**config.mk**
```make
export PLATFORM = sky130hd
export DESIGN_NAME = ppm_capture_to_motor_pwm
export DESIGN_NICKNAME = d
export VERILOG_FILES = /design/src/rtl/core/ppmc_pkg.sv /design/src/rtl/core/ppm_capture_to_motor_pwm.sv /design/src/rtl/core/ppmc_div.sv
export SDC_FILE = /design/constraint.sdc
export NUM_CORES = 2
export LEC_CHECK = 0
export ABC_CLOCK_PERIOD_IN_PS = 24000
export BUFFER_PORTS_ARGS = -buffer_cell sky130_fd_sc_hd__buf_2
export CORE_MARGIN = 5
export CORE_UTILIZATION = 65
export CTS_CLUSTER_DIAMETER = 200
export DETAILED_ROUTE_END_ITERATION = 10
export PLACE_DENSITY = 0.79
export SLEW_MARGIN = 20
export SYNTH_ARGS = -nofsm -noshare
export SYNTH_HDL_FRONTEND = slang
export SYNTH_SLANG_ARGS = --single-unit
```
**constraint.sdc**
```tcl
create_clock -name clk_i -period 24 [get_ports clk_i]
set_input_delay 3.6 -clock clk_i [delete_from_list [all_inputs] [get_ports clk_i]]
set_output_delay 3.6 -clock clk_i [all_outputs]
set_load 0.05 [all_outputs]
```
**src/rtl/core/ppmc_pkg.sv**
```systemverilog
`timescale 1ns / 1ps

package ppmc_pkg;

  localparam int SLOTS_DEFAULT  = 7;
  localparam int MOTORS_DEFAULT = 4;

  localparam int SYNC_W = 16;
  localparam int PWM_W  = 17;
  localparam int CAP_W  = 16;
  localparam int CMP_W  = 16;

  localparam logic [SYNC_W-1:0] SYNC_RESET       = 16'd5376;
  localparam logic [PWM_W-1:0]  PWM_PERIOD_RESET = 17'd3200;

  localparam int CFG_IDX_W  = 1;
  localparam int CFG_DATA_W = 17;
  localparam logic [CFG_IDX_W-1:0] CFG_SYNC_THRESHOLD = 1'b0;
  localparam logic [CFG_IDX_W-1:0] CFG_PWM_PERIOD     = 1'b1;

  // shared divider geometry, dividend is 100 times a capture width
  localparam int DIV_W  = 23;
  localparam int DVR_W  = 16;
  localparam int STEP_W = $clog2(DIV_W + 1);

  // reciprocals of 100, exact for 16 and 24 bit operands
  localparam int          RCP16_SH = 23;
  localparam logic [16:0] RCP16    = 17'd83887;
  localparam int          RCP24_SH = 31;
  localparam logic [24:0] RCP24    = 25'd21474837;

  typedef struct packed {
    logic              start;
    logic [DIV_W-1:0]  dividend;
    logic [DVR_W-1:0]  divisor;
    logic [STEP_W-1:0] steps;
  } div_req_t;

  typedef struct packed {
    logic             done;
    logic [DIV_W-1:0] quotient;
  } div_rsp_t;

endpackage

```
**src/rtl/core/ppm_capture_to_motor_pwm.sv**
```systemverilog
`timescale 1ns / 1ps
// flow: a motor slot passes one division of 23 steps on the shared restoring divider,
//   then the remap, quotient, product and reciprocal steps, and then the output register
// input: in_stall_o holds new slots until the current one is loaded for output; sync,
//   counted and ignored slots are taken in idle, and a zero period goes straight to done
// reset: asynchronous active low; control and config registers return to their reset
//   values and the slot counter waits for sync

module ppm_capture_to_motor_pwm import ppmc_pkg::*; #(
  parameter int SLOTS_PER_FRAME = SLOTS_DEFAULT,
  parameter int MOTOR_OUTPUTS   = MOTORS_DEFAULT,
  localparam int IdxW = (MOTOR_OUTPUTS > 1) ? $clog2(MOTOR_OUTPUTS) : 1
) (
  input  logic                  clk_i,
  input  logic                  rst_ni,
  input  logic                  cfg_we_i,
  input  logic [CFG_IDX_W-1:0]  cfg_index_i,
  input  logic [CFG_DATA_W-1:0] cfg_data_i,
  input  logic                  in_valid_i,
  output logic                  in_stall_o,
  input  logic [CAP_W-1:0]      capture_period_i,
  input  logic [CAP_W-1:0]      capture_width_i,
  output logic                  out_valid_o,
  input  logic                  out_stall_i,
  output logic [IdxW-1:0]       motor_index_o,
  output logic [CMP_W-1:0]      compare_value_o,
  output logic                  period_error_o
);

  localparam int SlotW = $clog2(SLOTS_PER_FRAME + 1);
  localparam logic [SlotW-1:0] SlotLast = SlotW'(SLOTS_PER_FRAME - 1);
  localparam logic [SlotW-1:0] SlotEnd  = SlotW'(SLOTS_PER_FRAME);

  localparam logic [2:0] ST_IDLE  = 3'd0;
  localparam logic [2:0] ST_DIV1  = 3'd1;
  localparam logic [2:0] ST_SCALE = 3'd2;
  localparam logic [2:0] ST_QUOT  = 3'd3;
  localparam logic [2:0] ST_PROD  = 3'd4;
  localparam logic [2:0] ST_RECIP = 3'd5;
  localparam logic [2:0] ST_DONE  = 3'd6;

  logic [2:0]        state_q, state_d;
  logic [SlotW-1:0]  slot_q, slot_d;
  logic [SYNC_W-1:0] sync_q;
  logic [PWM_W-1:0]  pwm_q;
  logic [15:0]       d_q, d_d;
  logic [15:0]       r_q, r_d;
  logic [9:0]        a_q, a_d;
  logic [23:0]       bp_q, bp_d;
  logic [15:0]       ap_q, ap_d;
  logic [IdxW-1:0]   idx_q, idx_d;
  logic [CMP_W-1:0]  cmp_q, cmp_d;
  logic              err_q, err_d;
  logic              out_valid_q, out_valid_d;
  logic [IdxW-1:0]   out_idx_q;
  logic [CMP_W-1:0]  out_cmp_q;
  logic              out_err_q;
  logic              out_load;

  logic [SlotW-1:0]  slot_inc;
  logic [15:0]       x;
  logic [18:0]       x5;
  logic [32:0]       ra;
  logic [15:0]       b_full;
  logic [48:0]       bpm;
  div_req_t          div_req;
  div_rsp_t          div_rsp;

  ppmc_div u_div (
    .clk_i  (clk_i),
    .rst_ni (rst_ni),
    .req_i  (div_req),
    .rsp_o  (div_rsp)
  );

  assign in_stall_o = (state_q != ST_IDLE);
  assign slot_inc   = slot_q + 1'b1;

  always_comb begin
    state_d  = state_q;
    slot_d   = slot_q;
    d_d      = d_q;
    r_d      = r_q;
    a_d      = a_q;
    bp_d     = bp_q;
    ap_d     = ap_q;
    idx_d    = idx_q;
    cmp_d    = cmp_q;
    err_d    = err_q;
    out_load = 1'b0;
    x        = '0;
    x5       = '0;
    ra       = '0;
    b_full   = '0;
    bpm      = '0;
    div_req  = '0;
    unique case (state_q)
      ST_IDLE: begin
        if (in_valid_i) begin
          priority if (capture_width_i > sync_q) begin
            slot_d = '0;
          end else if (slot_q >= SlotLast) begin
            slot_d = SlotEnd;
          end else begin
            slot_d = slot_inc;
            if (32'(slot_inc) <= 32'(MOTOR_OUTPUTS)) begin
              idx_d = IdxW'(slot_q);
              if (capture_period_i == '0) begin
                err_d   = 1'b1;
                cmp_d   = '0;
                state_d = ST_DONE;
              end else begin
                err_d            = 1'b0;
                div_req.start    = 1'b1;
                div_req.dividend = DIV_W'(capture_width_i) * DIV_W'(100);
                div_req.divisor  = capture_period_i;
                div_req.steps    = STEP_W'(DIV_W);
                state_d          = ST_DIV1;
              end
            end
          end
        end
      end
      ST_DIV1: begin
        if (div_rsp.done) begin
          d_d     = div_rsp.quotient[15:0] * 16'd5 - 16'd300;
          state_d = ST_SCALE;
        end
      end
      ST_SCALE: begin
        // 25 * x / 10 is exactly 5 * x / 2
        x       = (d_q > 16'd70) ? d_q - 16'd70 : 16'd70 - d_q;
        x5      = 19'(x) * 19'd5;
        r_d     = (d_q > 16'd70) ? x5[16:1] + 16'd75 : 16'd75 - x5[16:1];
        state_d = ST_QUOT;
      end
      ST_QUOT: begin
        // r split as 100 * a + b
        ra      = 33'(r_q) * 33'(RCP16);
        a_d     = ra[32:RCP16_SH];
        state_d = ST_PROD;
      end
      ST_PROD: begin
        b_full  = r_q - 16'(a_q) * 16'd100;
        bp_d    = 24'(b_full[6:0]) * 24'(pwm_q);
        ap_d    = 16'(a_q) * pwm_q[15:0];
        state_d = ST_RECIP;
      end
      ST_RECIP: begin
        bpm     = 49'(bp_q) * 49'(RCP24);
        cmp_d   = ap_q + bpm[RCP24_SH+15:RCP24_SH];
        state_d = ST_DONE;
      end
      ST_DONE: begin
        if (!out_valid_q || !out_stall_i) begin
          out_load = 1'b1;
          state_d  = ST_IDLE;
        end
      end
      default: begin
        state_d = ST_IDLE;
      end
    endcase
  end

  always_comb begin
    out_valid_d = out_valid_q && out_stall_i;
    if (out_load) begin
      out_valid_d = 1'b1;
    end
  end

  always_ff @(posedge clk_i or negedge rst_ni) begin
    if (!rst_ni) begin
      state_q     <= ST_IDLE;
      slot_q      <= SlotEnd;
      out_valid_q <= 1'b0;
      sync_q      <= SYNC_RESET;
      pwm_q       <= PWM_PERIOD_RESET;
    end else begin
      state_q     <= state_d;
      slot_q      <= slot_d;
      out_valid_q <= out_valid_d;
      if (cfg_we_i) begin
        unique case (cfg_index_i)
          CFG_SYNC_THRESHOLD: sync_q <= cfg_data_i[SYNC_W-1:0];
          CFG_PWM_PERIOD:     pwm_q  <= cfg_data_i[PWM_W-1:0];
          default: begin
          end
        endcase
      end
    end
  end

  always_ff @(posedge clk_i) begin
    d_q   <= d_d;
    r_q   <= r_d;
    a_q   <= a_d;
    bp_q  <= bp_d;
    ap_q  <= ap_d;
    idx_q <= idx_d;
    cmp_q <= cmp_d;
    err_q <= err_d;
    if (out_load) begin
      out_idx_q <= idx_q;
      out_cmp_q <= cmp_q;
      out_err_q <= err_q;
    end
  end

  assign out_valid_o     = out_valid_q;
  assign motor_index_o   = out_idx_q;
  assign compare_value_o = out_cmp_q;
  assign period_error_o  = out_err_q;

`ifndef SYNTHESIS
  a_div_done_in_div: assert property (@(posedge clk_i) disable iff (!rst_ni)
    div_rsp.done |-> (state_q == ST_DIV1))
    else $error("divider finished outside a division step");

  a_out_from_done: assert property (@(posedge clk_i) disable iff (!rst_ni)
    $rose(out_valid_q) |-> $past(state_q == ST_DONE))
    else $error("result shown without a finished item");

  a_slot_range: assert property (@(posedge clk_i) disable iff (!rst_ni)
    slot_q <= SlotEnd)
    else $error("slot counter out of range");

  a_err_zero: assert property (@(posedge clk_i) disable iff (!rst_ni)
    (out_valid_q && out_err_q) |-> (out_cmp_q == '0))
    else $error("period error with nonzero compare");
`endif

endmodule

```
**src/rtl/core/ppmc_div.sv**
```systemverilog
`timescale 1ns / 1ps

module ppmc_div import ppmc_pkg::*; (
  input  logic     clk_i,
  input  logic     rst_ni,
  input  div_req_t req_i,
  output div_rsp_t rsp_o
);

  logic              run_q;
  logic              done_q;
  logic [STEP_W-1:0] cnt_q;
  logic [DVR_W-1:0]  rem_q;
  logic [DIV_W-1:0]  quo_q;
  logic [DVR_W-1:0]  dsr_q;

  logic [DVR_W:0]    sh;
  logic [DVR_W:0]    diff;
  logic              ge;

  // one restoring step per cycle, dividend is shifted out of the quotient register from its top bit
  always_comb begin
    sh   = {rem_q, quo_q[DIV_W-1]};
    ge   = sh >= {1'b0, dsr_q};
    diff = sh - {1'b0, dsr_q};
  end

  always_ff @(posedge clk_i or negedge rst_ni) begin
    if (!rst_ni) begin
      run_q  <= 1'b0;
      done_q <= 1'b0;
      cnt_q  <= '0;
    end else begin
      done_q <= 1'b0;
      if (req_i.start) begin
        run_q <= 1'b1;
        cnt_q <= req_i.steps;
      end else if (run_q) begin
        cnt_q <= cnt_q - 1'b1;
        if (cnt_q == STEP_W'(1)) begin
          run_q  <= 1'b0;
          done_q <= 1'b1;
        end
      end
    end
  end

  always_ff @(posedge clk_i) begin
    if (req_i.start) begin
      rem_q <= '0;
      quo_q <= req_i.dividend;
      dsr_q <= req_i.divisor;
    end else if (run_q) begin
      rem_q <= ge ? diff[DVR_W-1:0] : sh[DVR_W-1:0];
      quo_q <= {quo_q[DIV_W-2:0], ge};
    end
  end

  assign rsp_o.done     = done_q;
  assign rsp_o.quotient = quo_q;

endmodule
```
## Word-level counts from Yosys, hierarchy flattened

Cells that the tools add are included.

- Flip-flop bits (word level): 222
- Input bits: 55
- Output and inout port bits: 21

- Add/sub/neg operators: 10
- Multiply operators: 8
- Magnitude comparators: 5
- Eq/ne operators: 14
- Mux-type cells: 39
- Bitwise logic cells: 6
- Reductions and logical operators: 17

Operators by type and width:

| cell | count |
|---|---|
| $mux W45 | 6 |
| $mux W16 | 8 |
| $mul A24 B25 Y47 const B | 1 |
| $mux W23 | 2 |
| $mul A16 B17 Y33 const B | 1 |
| $pmux W16 S2 | 1 |
| $sub A7 B16 Y16 const A | 2 |
| $mux W3 | 9 |
| $mul A7 B17 Y24 | 1 |
| $mul A16 B5 Y21 const B | 1 |
| $pmux W3 S7 | 1 |
| $ge A17 B16 Y1 | 1 |
| $mul A16 B3 Y17 const B | 1 |
| $add A16 B16 Y16 | 1 |
| $add A16 B7 Y16 const B | 1 |
| $gt A16 B16 Y1 | 1 |
| $gt A16 B7 Y1 const B | 1 |
| $logic_not A16 Y1 | 1 |
| $mul A10 B16 Y16 | 1 |
| $mul A16 B3 Y16 const B | 1 |
| $sub A16 B16 Y16 | 1 |
| $sub A16 B7 Y16 const B | 1 |
| $sub A16 B9 Y16 const B | 1 |
| $ne A2 B2 Y1 const B | 6 |
| other kinds (24) | 48 |

## Longest topological paths before layout

- Word-level depth: 8
- Depth in mapped cells: 34

## Hierarchy

Synthesis repeated with hierarchy kept, for this count alone.

- Cell total of the unflattened synthesis: 3504
- Area total of the unflattened synthesis: 34892.2 µm²

Modules (own cells, without submodules):

| module | instances | cells an instance | area an instance (µm²) | sequential area each (µm²) |
|---|---|---|---|---|
| ppm_capture_to_motor_pwm | 1 | 3184 | 31457.7 | 4615.7 |
| ppmc_div | 1 | 320 | 3434.5 | 1666.6 |

## Worst setup path after synthesis

No wires, ideal clock.

- Path type: register to register
- Start: reg bp_q[4]
- End: reg cmp_q[15], data pin
- Arrival time: 8214 ps
- Required time: 23734 ps
- Path slack: 15520 ps
- Stages on the path, launching flop included: 32
- Path buffers: 0
- Period minus slack after synthesis: 8480 ps
- Cells stage by stage: edfxtp_1 fa_1 inv_1 fa_1 fa_1 inv_1 fa_1 fa_1 fa_1 inv_1 fa_1 inv_1 ha_1 a21o_1 a21o_1 a21o_1 a21o_1 a221o_1 a211o_1 or3_1 mux2_2 and2_1 ha_1 a21oi_1 o21ai_0 o21ai_0 o211ai_1 and2_1 o211ai_1 nor4_1 mux2i_1 nand4_1

- Cells in the longest elaborated chain, start to end: 3

RTL lines:

| what | RTL line | text |
|---|---|---|
| from (decl) | ppm_capture_to_motor_pwm.sv:49 | `logic [23:0] bp_q, bp_d;` |
| from (signal assigned) | ppm_capture_to_motor_pwm.sv:199 | `bp_q <= bp_d;` |
| $mul A24 B25 Y47 | ppm_capture_to_motor_pwm.sv:150 | `bpm = 49'(bp_q) * 49'(RCP24);` |
| $add A16 B16 Y16 | ppm_capture_to_motor_pwm.sv:151 | `cmp_d = ap_q + bpm[RCP24_SH+15:RCP24_SH];` |
| $pmux W16 S2 | ppm_capture_to_motor_pwm.sv:97 | `unique case (state_q)` |
| to (signal assigned) | ppm_capture_to_motor_pwm.sv:202 | `cmp_q <= cmp_d;` |
| to (decl) | ppm_capture_to_motor_pwm.sv:52 | `logic [CMP_W-1:0] cmp_q, cmp_d;` |

No other way between the ends.
A chain may end at the register's enable or synchronous reset.

## Worst setup path after layout

Ends and elaborated chain as after synthesis.

==> results.sh <==
export IMPL_worst_reg2reg_setup_slack_ns=14.73
export IMPL_critical_path_max_fanout=9
export IMPL_timing_slew_headroom_pct=28.4
export IMPL_grt_setup_unrepaired="no"
export IMPL_antenna_found_initial=3
export IMPL_netlist_area_leader_share_pct=27.0
export IMPL_vias=23782
export IMPL_io_buffers=75
export IMPL_netlist_top_cells_area="sky130_fd_sc_hd__fa_1, sky130_fd_sc_hd__ha_1, sky130_fd_sc_hd__edfxtp_1"
export IMPL_worst_path_max_delay_cell="sky130_fd_sc_hd__edfxtp_1"
export IMPL_final_max_slew_viol_count=0
export IMPL_antenna_diode_count=0
export IMPL_cts_inserted_buffers=26
export IMPL_critical_path_required_ns=24.32
export IMPL_min_delay_worst_endpoint="compare_value_o[7]$_DFFE_PP_"
export IMPL_timing_clock_skew_ns=0.0222
export IMPL_tightest_slew_ns=1.07
export IMPL_netlist_area_um2=34300
export IMPL_post_synth_inst_count=3451
export IMPL_yosys_most_used_dff="sky130_fd_sc_hd__edfxtp_1"
export IMPL_yosys_warnings=0
export IMPL_design_die_area_um2=57500
export IMPL_clkTransAtPathRegs_ns=0.07
export IMPL_design_portCount=76
export IMPL_die_y_um=240
export IMPL_setup_total_negative_slack_ns=0
export IMPL_multi_input_gate_area_um2=25100
export IMPL_timing_critical_path_max_delay_family="adder cells"
export IMPL_critical_path_buf_inv_count=4
export IMPL_final_net_count=4637
export IMPL_period_needed_ns=9.27
export IMPL_dr_pass1_iters=5
export IMPL_area_delta_synth_final_pct=6.17
export IMPL_tritoncts="done"
export IMPL_global_route_wire_length_before_repair_um=129000
export IMPL_post_route_cells_drive_above_1_share_pct=5.47
export IMPL_first_iter_violations=1351
export IMPL_detail_route_wirelength_um=77900
export IMPL_clock_path_buffers=3
export IMPL_critical_path_class="reg2reg"
export IMPL_timing_fmax_mhz=108
export IMPL_post_route_drc_count=0
export IMPL_reg2reg_from="bp_q[4]$_DFFE_PP_"
export IMPL_seqCellArea_um2=6280
export IMPL_post_synth_top_area_cell="sky130_fd_sc_hd__fa_1"
export IMPL_syn_nets=4581
export IMPL_critical_path_top_cell_by_count="sky130_fd_sc_hd__fa_1"
export IMPL_place_hpwl_um=64300
export IMPL_status="finished clean"
export IMPL_worst_setup_path_end_kind="flip-flop"
export IMPL_ctsResizeCount=0
export IMPL_fill_cell_count=3961
export IMPL_setup_viol=0
export IMPL_global_route_usage_total_pct=28.1
export IMPL_synth_ff_latch_count=222
export IMPL_async_set_or_reset_register_ratio_after_synthesis_pct=21.2
export IMPL_yosysUniqueCellTypes=74
export IMPL_number_of_levels_the_h_tree_was_split_into=1
export IMPL_cts_setup_buffers=0
export IMPL_number_of_enable_flip_flop_cells_after_synthesis=159
export IMPL_timing_hold_violations_final=0
export IMPL_std_cell_rows=84
export IMPL_synth_seq_area_share_pct=18.3
export IMPL_final_period_utilization_pct=38.6
export IMPL_hold_path_depth=0
export IMPL_first_global_vias=25187
export IMPL_postSynthAreaPerCell_um2=9.95
export IMPL_pin_count_of_the_biggest_net_entering_global_routing=55
export IMPL_clk_insertion_delay_late_ns=0.59
export IMPL_finalWeightedCongestion=0.971
export IMPL_slowest_cell_delay_on_critical_path_ns=0.58
export IMPL_r2r_cells=31
export IMPL_initial_core_util_pct=65.5
export IMPL_core_region_area_um2=52400
export IMPL_min_from="cmp_q[7]$_SDFFCE_PP0P_"
export IMPL_die_width_um=240
export IMPL_route_detailed_vias_per_inst=5.64
export IMPL_startpoint_type="flip-flop"
export IMPL_maxcap_viol_count=0
export IMPL_cp_arrival_ns=9.59
export IMPL_capture_instance_of_the_worst_register_to_register_path="cmp_q[15]$_SDFFCE_PP0P_"
export IMPL_post_cts_hold_buffer_count=0
export IMPL_clk_root_buffer_cell="sky130_fd_sc_hd__clkbuf_16"
export IMPL_numClockSinks=222
export IMPL_hold_class="reg2reg"
export IMPL_drt_antenna_violating_nets=0
export IMPL_wl_cell_um=18.5
export IMPL_grt_overflow_total=0
flip-flops by register name (all words and copies together), names as in the netlist:
register,flops
bp_q,24
u_div.quo_q,23
pwm_q,17
ap_q,16
cmp_q,16
compare_value_o,16
d_q,16
r_q,16
sync_q,16
u_div.dsr_q,16
u_div.rem_q,16
a_q,10
u_div.cnt_q,5
slot_q,3
state_q,3
idx_q,2
motor_index_o,2
err_q,1
out_valid_o,1
period_error_o,1
u_div.done_q,1
u_div.run_q,1
cells by family after synthesis:
group | Yosys count | synth area share (%)
buffers and inverters | 807 | 8.83
adder cells (fa/ha/maj) | 1075 | 49.3
multiplexers | 30 | 0.944
XOR/XNOR | 174 | 4.44
AND/OR/NAND/NOR | 698 | 9.94
flip-flops | 222 | 18.3
AO/OA/AOI/OAI | 445 | 8.24
synth_stat cells, types with 12 or more instances:
master	count
sky130_fd_sc_hd__a31oi_1	15
sky130_fd_sc_hd__nand2_1	271
sky130_fd_sc_hd__nand4_1	18
sky130_fd_sc_hd__nor2b_1	18
sky130_fd_sc_hd__xor2_1	52
sky130_fd_sc_hd__ha_1	612
sky130_fd_sc_hd__xnor2_1	122
sky130_fd_sc_hd__fa_1	463
sky130_fd_sc_hd__clkbuf_1	58
sky130_fd_sc_hd__o211ai_1	13
sky130_fd_sc_hd__inv_1	745
sky130_fd_sc_hd__dfrtp_1	38
sky130_fd_sc_hd__or3_1	16
sky130_fd_sc_hd__o21a_1	33
sky130_fd_sc_hd__nand3_1	32
sky130_fd_sc_hd__nor2_1	109
sky130_fd_sc_hd__o21ai_0	107
sky130_fd_sc_hd__a21o_1	46
sky130_fd_sc_hd__nor4_1	12
sky130_fd_sc_hd__mux2_2	19
sky130_fd_sc_hd__and2_1	106
sky130_fd_sc_hd__a21oi_1	129
sky130_fd_sc_hd__nand2b_1	29
sky130_fd_sc_hd__and3_1	17
sky130_fd_sc_hd__edfxtp_1	159
sky130_fd_sc_hd__nor3_1	36
sky130_fd_sc_hd__dfxtp_1	16
layer usage:
layer,wire (um),GRT usage [%]
met1,33000,37.4
met2,37700,48.5
met3,4700,4.24
met4,2400,7.77
met5,27,0
metrics by stage:
stage / cells / hold slack, ns / setup WS, ns / util [%] / instance area, um^2
6_report: 4215 / 0.417 / 14.73 / 69.5 / 36400
5_1_grt: 4215 / 0.432 / 14.20 / 69.5 / 36400
4_1_cts: 4215 / 0.420 / 14.77 / 69.5 / 36400
3_5_place_dp: 4167 / 0.405 / 14.81 / 67.6 / 35500
3_3_place_gp: 4167 / 0.402 / 14.94 / 67.6 / 35500
2_1_floorplan: 3451 / 0.400 / 15.52 / - / 34300
final cells by class:
| class | count | area share [%] |
|---|---|---|
| inverters | 745 | 7.67 |
| multi-input cells | 2422 | 68.7 |
| repair buffers | 90 | 1.34 |
| clock buffers | 30 | 1.97 |
| well taps | 688 | 2.36 |
| flip-flops and latches | 222 | 17.2 |
| clock inverters | 18 | 0.687 |
how the worst max path moves through the flow:
stage | from | end | slack, ns | cells past startpoint
floorplan | bp_q[4]$_DFFE_PP_ | cmp_q[15]$_SDFFCE_PP0P_ | 15.52 | 31
global placement | bp_q[4]$_DFFE_PP_ | cmp_q[15]$_SDFFCE_PP0P_ | 14.94 | 31
detailed placement | bp_q[4]$_DFFE_PP_ | cmp_q[15]$_SDFFCE_PP0P_ | 14.81 | 31
CTS | bp_q[4]$_DFFE_PP_ | cmp_q[15]$_SDFFCE_PP0P_ | 14.77 | 31
global route | bp_q[4]$_DFFE_PP_ | cmp_q[15]$_SDFFCE_PP0P_ | 14.20 | 31
finish | bp_q[4]$_DFFE_PP_ | cmp_q[15]$_SDFFCE_PP0P_ | 14.73 | 31
placed cells by master, fill, tap and decap left out, drive strengths merged, types with 32 or more instances in the layout:
master  count
inv       750
ha        612
fa        463
nand2     271
edfxtp    159
a21oi     130
xnor2     122
nor2      109
o21ai     108
and2      107
buf        90
xor2       52
a21o       46
dfrtp      38
nor3       37
o21a       33
nand3      32
worst register-to-register path: cells and delay by family (launching register included):
kind | cells | cell delay [ns]
DFF | 1 | 0.58
muxes | 2 | 0.44
AOI/OAI and AO/OA | 11 | 2.83
adders and majority gates | 9 | 4.08
and+or+nand+nor | 5 | 0.83
buffers and inverters | 4 | 0.23
Power is left out: the tool's default activity adds up to more than one toggle a clock period on the data nets, which glitch-free logic cannot reach.
